### config.mk
export PLATFORM = sky130hd
export DESIGN_NAME = lpht_modmac
export DESIGN_NICKNAME = d
export VERILOG_FILES = /design/src/hw/rtl/lpht_pkg.sv /design/src/hw/rtl/lpht_modmac.sv
export SDC_FILE = /design/constraint.sdc
export NUM_CORES = 1
export LEC_CHECK = 0
export ABC_AREA = 0
export BUFFER_PORTS_ARGS = -buffer_cell sky130_fd_sc_hd__buf_2
export CORE_ASPECT_RATIO = 0.8
export CORE_UTILIZATION = 53
export CTS_BUF_LIST = sky130_fd_sc_hd__clkbuf_16
export DETAILED_ROUTE_END_ITERATION = 6
export PLACE_DENSITY = 0.88
export SLEW_MARGIN = 40
export SYNTH_ARGS = -nofsm -noshare
export SYNTH_HDL_FRONTEND = slang
export SYNTH_SLANG_ARGS = --single-unit
### constraint.sdc
create_clock -name clk -period 4.8 [get_ports clk]
set_input_delay 0.24 -clock clk [delete_from_list [all_inputs] [get_ports clk]]
set_output_delay 0.24 -clock clk [all_outputs]
set_load 0.01 [all_outputs]
### src/hw/rtl/lpht_pkg.sv
// Shared types and constants for the linear-probing hash table.
// Used by linear_probe_hash_table and its modular multiply-accumulate unit.
// No dependencies.
package lpht_pkg;

  localparam int CHAR_W         = 8;
  localparam int KEY_CHARS      = 8;
  localparam int KEY_W          = CHAR_W * KEY_CHARS;
  localparam int KEY_LEN_W      = 4;
  localparam int TABLE_LENGTH_W = 11;
  localparam int SLOT_W         = 10;
  localparam int PROBE_COUNT_W  = 11;
  localparam int STATUS_W       = 2;

  localparam logic [CHAR_W-1:0]         HASH_MULT          = CHAR_W'(37);
  localparam logic [KEY_LEN_W-1:0]      KEY_CHARS_L        = KEY_LEN_W'(KEY_CHARS);
  localparam logic [TABLE_LENGTH_W-1:0] TABLE_LENGTH_RESET = TABLE_LENGTH_W'(1024);

  typedef enum logic {
    MODE_INSERT = 1'b0,
    MODE_SEARCH = 1'b1
  } mode_t;

  typedef enum logic [STATUS_W-1:0] {
    ST_OK        = 2'd0,
    ST_NOT_FOUND = 2'd1,
    ST_FULL      = 2'd2
  } status_t;

  // Byte mask that keeps the low n characters of a packed key.
  function automatic logic [KEY_W-1:0] key_mask(input logic [KEY_LEN_W-1:0] n);
    logic [KEY_W-1:0] m;
    m = '0;
    for (int b = 0; b < KEY_CHARS; b++) begin
      if (KEY_LEN_W'(b) < n) begin
        m[b*CHAR_W +: CHAR_W] = '1;
      end
    end
    return m;
  endfunction

endpackage

### src/hw/rtl/lpht_modmac.sv
// Iterative modular multiply-accumulate: result = (addend + mcand * mplier) mod modulus.
// Depends on lpht_pkg. Takes one multiplier bit per cycle, then adds the addend.
module lpht_modmac import lpht_pkg::*; #(
  parameter int VW = 11
) (
  input  logic              clk,
  input  logic              rst,
  input  logic              start,
  input  logic [VW-1:0]     modulus,
  input  logic [VW-1:0]     mcand,
  input  logic [CHAR_W-1:0] mplier,
  input  logic [VW-1:0]     addend,
  output logic              done,
  output logic [VW-1:0]     result
);

  localparam int STEP_W = $clog2(CHAR_W + 1);
  localparam logic [STEP_W-1:0] LAST_STEP = STEP_W'(CHAR_W);

  logic              running;
  logic [STEP_W-1:0] step;
  logic [VW-1:0]     acc;
  logic [VW-1:0]     mod_q;
  logic [VW-1:0]     mcand_q;
  logic [CHAR_W-1:0] mpl_q;
  logic [VW-1:0]     addend_q;

  logic          add_phase;
  logic [VW:0]   mod_ext;
  logic [VW:0]   dbl;
  logic [VW:0]   dbl_red;
  logic [VW:0]   base;
  logic [VW-1:0] operand;
  logic [VW:0]   sum_raw;
  logic [VW:0]   sum_red;

  // Both the doubled accumulator and the sum stay below twice the modulus,
  // so one conditional subtract reduces each of them.
  always_comb begin
    add_phase = (step == LAST_STEP);
    mod_ext   = {1'b0, mod_q};
    dbl       = {acc, 1'b0};
    dbl_red   = (dbl >= mod_ext) ? dbl - mod_ext : dbl;
    base      = add_phase ? {1'b0, acc} : dbl_red;
    operand   = add_phase ? addend_q : (mpl_q[CHAR_W-1] ? mcand_q : '0);
    sum_raw   = base + {1'b0, operand};
    sum_red   = (sum_raw >= mod_ext) ? sum_raw - mod_ext : sum_raw;
  end

  always_ff @(posedge clk) begin
    if (rst) begin
      running <= 1'b0;
      done    <= 1'b0;
    end else begin
      done <= !start && running && add_phase;
      if (start) begin
        mod_q    <= modulus;
        mcand_q  <= mcand;
        mpl_q    <= mplier;
        addend_q <= addend;
        acc      <= '0;
        step     <= '0;
        running  <= 1'b1;
      end else if (running) begin
        acc   <= sum_red[VW-1:0];
        mpl_q <= {mpl_q[CHAR_W-2:0], 1'b0};
        if (add_phase) begin
          running <= 1'b0;
        end else begin
          step <= step + 1'b1;
        end
      end
    end
  end

  assign result = acc;

endmodule
==> results of run 1 <==
## kinds of logic after synthesis
logic type	count (synthesis)
and+or+nand+nor	128
AOI/OAI and AO/OA	104
DFF	58
adders and majority gates	38
buffers and inverters	34
xor gates and xnor gates	24
muxes	19
## path summary, 6_finish.rpt
check                to  slack, ns
max reg2reg   result[1]      -0.31
min reg2reg        done       0.50
max           result[1]      -0.31
min          mcand_q[0]       0.08
## per-layer routing
metal / track usage [%] / part of all wire (%) / vias up
li1: - / - / 1850
met1: 34.6 / 37 / 1954
met2: 57.7 / 52 / 224
met3: 5.92 / 6.9 / 55
met4: 14.6 / 3.7 / 0
met5: 0 / 0 / -
## flip-flops by register name, summed over array words and instances, names as in the netlist
name,count
result,11
mpl_q,8
step,4
addend_q,11
running,1
mcand_q,11
mod_q,11
done,1
## cell type report
class / instances / area, µm²
Fill cell: 414 / 1440
Sequential cell: 58 / 1720
Tap cell: 105 / 131
Timing Repair Buffer: 175 / 1200
Multi-Input combinational cell: 313 / 2560
Clock buffer: 9 / 225
Clock inverter: 7 / 70.1
Inverter: 22 / 82.6
## timing repair
action	4_1_cts	5_1_grt
pin swaps	34	35
endpoints found under the setup margin	11	11
buffers inserted	10	12
hold buffers	0	0
gates resized for setup	39	22
## worst max-delay path, stage by stage, from the launching register on
cell and delay [ns]:
edfxtp_1 0.38, inv_2 0.10, ha_4 0.21, a21o_1 0.20
a211oi_2 0.30, o21a_1 0.23, nand2_4 0.10, o21ai_0 0.09
o21ai_1 0.08, a21oi_1 0.17, ha_1 0.27, buf_4 0.16
o21ai_4 0.16, buf_4 0.14, o21ai_1 0.07, a31o_2 0.28
xor2_2 0.22, ha_2 0.35, o21ai_2 0.07, o21bai_1 0.10
and2_4 0.19, o221ai_4 0.16, nand4_1 0.18, o21ai_2 0.16
buf_12 0.16, mux2_4 0.30
## placed cells by master (no fill, tap or decap), types with 3 or more instances in the layout
master,n
ha_4,6
clkbuf_16,9
o211ai_1,3
o21bai_1,4
edfxtp_1,56
nand2b_1,3
a31o_2,4
xor2_1,5
mux2_2,8
inv_1,17
ha_1,22
a21oi_2,5
xnor2_1,16
nor2_1,30
mux2i_1,8
o21ai_1,5
a21oi_1,24
nand3_1,12
nand4_1,4
buf_6,3
inv_2,5
mux2_4,3
buf_4,116
ha_2,7
a21o_1,8
nor2b_1,6
a211oi_2,5
o21a_1,7
nor2_2,3
clkinvlp_4,3
buf_2,55
o21ai_2,4
nand2_1,43
o21ai_0,13
## stage by stage
stage | utilization, % | hold slack [ns]
3_5_place_dp | 70.6 | 0.418
4_1_cts | 77.8 | 0.0742
2_1_floorplan | - | 0.319
5_1_grt | 80.6 | 0.0733
3_3_place_gp | 70.6 | 0.416
6_report | 80.6 | 0.0783
==> flow_summary.toml, run 1 <==
[run_status]
outcome = "complete, but fails checks"
violations = "setup timing"

[job]
maxCapViolCount = 0

[die]
dieArea_um2 = 8030
die_h_um = 80.3
core_area_um2 = 7430
rows = 28
start_util_pct = 54.8
ios = 56
die_x_um = 99.9

[finish]
final_area_um2 = 5990
drive_gt1_share_pct = 45.9
stdcell_count = 689
syn_to_final_growth_pct = 47.3
diodes = 0
nets = 661

[routing]
vias_per_cell = 5.93
drt_iter0_drc = 289
avgRoutedWirePerCell_um = 18.5
wl_um = 12700
vias = 4083
first_pass_iters = 5
post-route-drc-count = 0
antenna_left = 0

[placed_design]
hpwl_um = 8340
dp_slack_ns = -0.480
dp_cells = 651
port_buffers = 55
finalWeightedCongestion = 0.942
dpl_cell_area_um2 = 5240

[min_path]
hp-class = "in2reg"
min_path_cells = 1
min_from = "mcand[0]"

[sta]
slew_headroom_pct = 53.6
setup_tns_ns = -2.75
period_minus_slack_ns = 5.11
period_share_pct = 106
setup-violations-final = 11
worstMarginPinSlew_ns = 0.690
max_freq_mhz = 196
rsz0062_at_grt = "yes"
finalWorstSetupSlack_ns = -0.311
slew_violations = 0
hold_viol = 0
fin_skew_ns = 0.00839

[worst_setup_path]
critPathKind = "reg2reg"
cp_data_arrival_time_ns = 5.19
crit_required_ns = 4.88
startpoint = "mod_q[9]"
r2r_start = "mod_q[9]"
endpoint_kind = "flop"
reg2reg_depth = 25
crit_path_start_kind = "flop"
path_max_fanout = 7

[yosys]
synthDominantCellAreaShare_pct = 41.4
ys_seq_elements = 58
synthXorXnorAreaFrac_pct = 5.17
synth_nets = 487
synth.most_common_cell = "edfxtp_1"
synth_area_leaders = "edfxtp_1, ha_1, nand2_1, xnor2_1, a21oi_1"
synth_edf_count = 56
syn_avg_cell_area_um2 = 10.0
synth.largest_area_cell = "edfxtp_1"
async_flop_share_pct = 0
netlist_area_um2 = 4070
synthSimpleGateAreaFrac_pct = 14.9
synthDistinctLibCells = 57
synth_mux_area_share_pct = 5.29
synth_fa_ha_area_share_pct = 12.2
synth_top_family_by_area = "compound AO/OA/AOI/OAI gates"
synthCells = 405
ys_top_cells_by_count = "edfxtp_1, nand2_1, ha_1"
yosysWarningCount = 0
synth_ff_type = "edfxtp_1"
seq_area_frac_synth_pct = 42.3
synth_compound_area_share_pct = 16.8

[global_route]
overflow = 0
grt_max_degree = 27
track_usage_pct = 31.1
grt_pass1_wl_um = 18700
antenna_found_initial = 0
grt_pass1_vias = 4003

[cts]
root_buffer = "clkbuf_16"
numCtsBuffers = 9
cts_tree = "built"
insertion_delay_ns = 0.33
h-tree-depth = 3
cts_buffer_depth = 2
cts_sinks = 58
clk_pin_slew_worst_paths_ns = 0.06
Power of run 1 is left out: the tool's default activity adds up to more than one toggle a clock period on the data nets, which glitch-free logic cannot reach.
==> run 2, diff against run 1 <==
--- a/config.mk
+++ b/config.mk
@@ -8,10 +8,10 @@
 export ABC_AREA = 0
 export BUFFER_PORTS_ARGS = -buffer_cell sky130_fd_sc_hd__buf_2
 export CORE_ASPECT_RATIO = 0.8
-export CORE_UTILIZATION = 53
+export CORE_UTILIZATION = 50
 export CTS_BUF_LIST = sky130_fd_sc_hd__clkbuf_16
 export DETAILED_ROUTE_END_ITERATION = 6
-export PLACE_DENSITY = 0.88
+export PLACE_DENSITY = 0.82
 export SLEW_MARGIN = 40
 export SYNTH_ARGS = -nofsm -noshare
 export SYNTH_HDL_FRONTEND = slang
==> constraint.sdc (replaced) <==
create_clock -name clk -period 5.37 [get_ports clk]
set_input_delay 0.2685 -clock clk [delete_from_list [all_inputs] [get_ports clk]]
set_output_delay 0.2685 -clock clk [all_outputs]
set_load 0.01 [all_outputs]
==> run 2 against run 1 <==
Net effect:
- the flow now finishes without violations
- register-to-register slack better by 0.46 ns
- non-clock buffer count is 80 lower
- core utilization is 16 points lower
- global-route usage is 5.8 points lower
- count of clock-buffer cells in the layout stayed put
- maximum frequency is 2.2% lower
- via count is 15% lower
==> flow_summary.toml, run 2 (synthesis gave the netlist of run 1 again) <==
[run_status]
outcome = "finished clean"

[sta]
slew_headroom_pct = 54.0
hold_viol = 0
slew_violations = 0
period_share_pct = 97.3
period_minus_slack_ns = 5.22
setup_tns_ns = 0
worstMarginPinSlew_ns = 0.689
finalWorstSetupSlack_ns = 0.146
fin_skew_ns = 0.0100
max_freq_mhz = 191
setup-violations-final = 0

[finish]
nets = 581
layout_common_cells = "edfxtp_1, buf_2, nand2_1"
drive_gt1_share_pct = 29.4
syn_to_final_growth_pct = 25.4
fin_util_pct = 64.5
final_common_cell = "edfxtp_1"
diodes = 0

[worst_setup_path]
crit_path_start_kind = "flop"
cp.depth = 23
worst-path-buf-inv = 3
critPathKind = "reg2reg"
path_max_fanout = 7
crit_required_ns = 5.46
reg2reg_depth = 23
cp_data_arrival_time_ns = 5.31
worstPathCellList = "inv_2 > ha_4 > ha_1 > nand2b_1 > a31oi_1 > o21a_1 > nand2_4 > o21ai_0 > a21oi_1 > ha_1 > nor2b_2 > o31a_1 > buf_4 > o221a_2 > nor2_2 > or4b_4 > nand3_1 > ha_1 > o221ai_2 > nand2b_1 > o21ai_2 > buf_12 > mux2_4"
critPathTopFamily = "compound AO/OA/AOI/OAI gates"
cp_common_cell = "ha_1"
endpoint_kind = "flop"
cp_slowest_cell = "or4b_4"
cpPeakStageDelay_ns = 0.48

[min_path]
hp-class = "in2reg"
min_path_cells = 1

[routing]
vias = 3458
vias_per_cell = 5.65
post-route-drc-count = 0
wl_um = 10000
first_pass_iters = 7
drt_iter0_drc = 238
avgRoutedWirePerCell_um = 16.4
antenna_left = 0

[placed_design]
finalWeightedCongestion = 0.959
port_buffers = 55
dp_slack_ns = -0.0143
hpwl_um = 7440

[cts]
insertion_delay_ns = 0.34
h-tree-depth = 3
cts_tree = "built"
cts_sinks = 58
root_buffer = "clkbuf_16"
numCtsBuffers = 9
clk_pin_slew_worst_paths_ns = 0.05
cts_buffer_depth = 2

[global_route]
grt_pass1_vias = 3266
overflow = 0
grt_pass1_wl_um = 15600
track_usage_pct = 25.3
antenna_found_initial = 0
grt_max_degree = 25

[die]
ios = 56
die_h_um = 82.7
dieArea_um2 = 8500
core_area_um2 = 7910
start_util_pct = 51.4
die_x_um = 103
rows = 29

[job]
maxCapViolCount = 0
[run 2: cell count changes in the layout (fill, tap and decap cells not counted), moves of 5 or more]
cell     previous run  this run
ha_1               22        32
a21oi_1            24        29
a21oi_2             5         0
ha_4                6         1
ha_2                7         2
buf_4             116        39
o21ai_0            13        21
[run 2: cell type report]
cell class / count / area (µm²)
Fill cell: 658 / 2810
Multi-Input combinational cell: 313 / 2280
Sequential cell: 58 / 1720
Timing Repair Buffer: 95 / 588
Clock buffer: 9 / 225
Tap cell: 108 / 135
Inverter: 22 / 82.6
Clock inverter: 7 / 61.3
[run 2: worst paths after layout]
kind,start,to,slack (ns)
setup / recovery,mod_q[1],result[1],0.15
hold / removal,modulus[3],mod_q[3],0.10
setup reg to reg,mod_q[1],result[1],0.15
hold reg to reg,running,done,0.50
[run 2: repair_timing]
item / in CTS / in global routing
endpoints found under the hold margin: 0 / 0
setup buffers: 0 / 4
endpoints found under the setup margin: 3 / 11
resized for setup: 2 / 16
pin swaps: 1 / 9
cloned: 0 / 0
hold buffers: 0 / 0
[run 2: per-stage QoR]
step                      area, µm²  hold WS (ns)  std cells
final                          5100         0.104        612
after global routing           5100        0.0926        612
after CTS                      5000        0.0959        608
after detailed placement       4710         0.447        592
after global placement         4710         0.445        592
after floorplan                4070         0.348        405
[run 2: metal layers]
metal / global-route usage, % / part of all wire (%) / up-vias
li1: - / - / 1680
met1: 31.2 / 44 / 1625
met2: 40.9 / 47 / 131
met3: 8.84 / 6.7 / 22
met4: 9.72 / 2.5 / 0
met5: 0 / 0 / -
Power of run 2 is left out for the same reason.
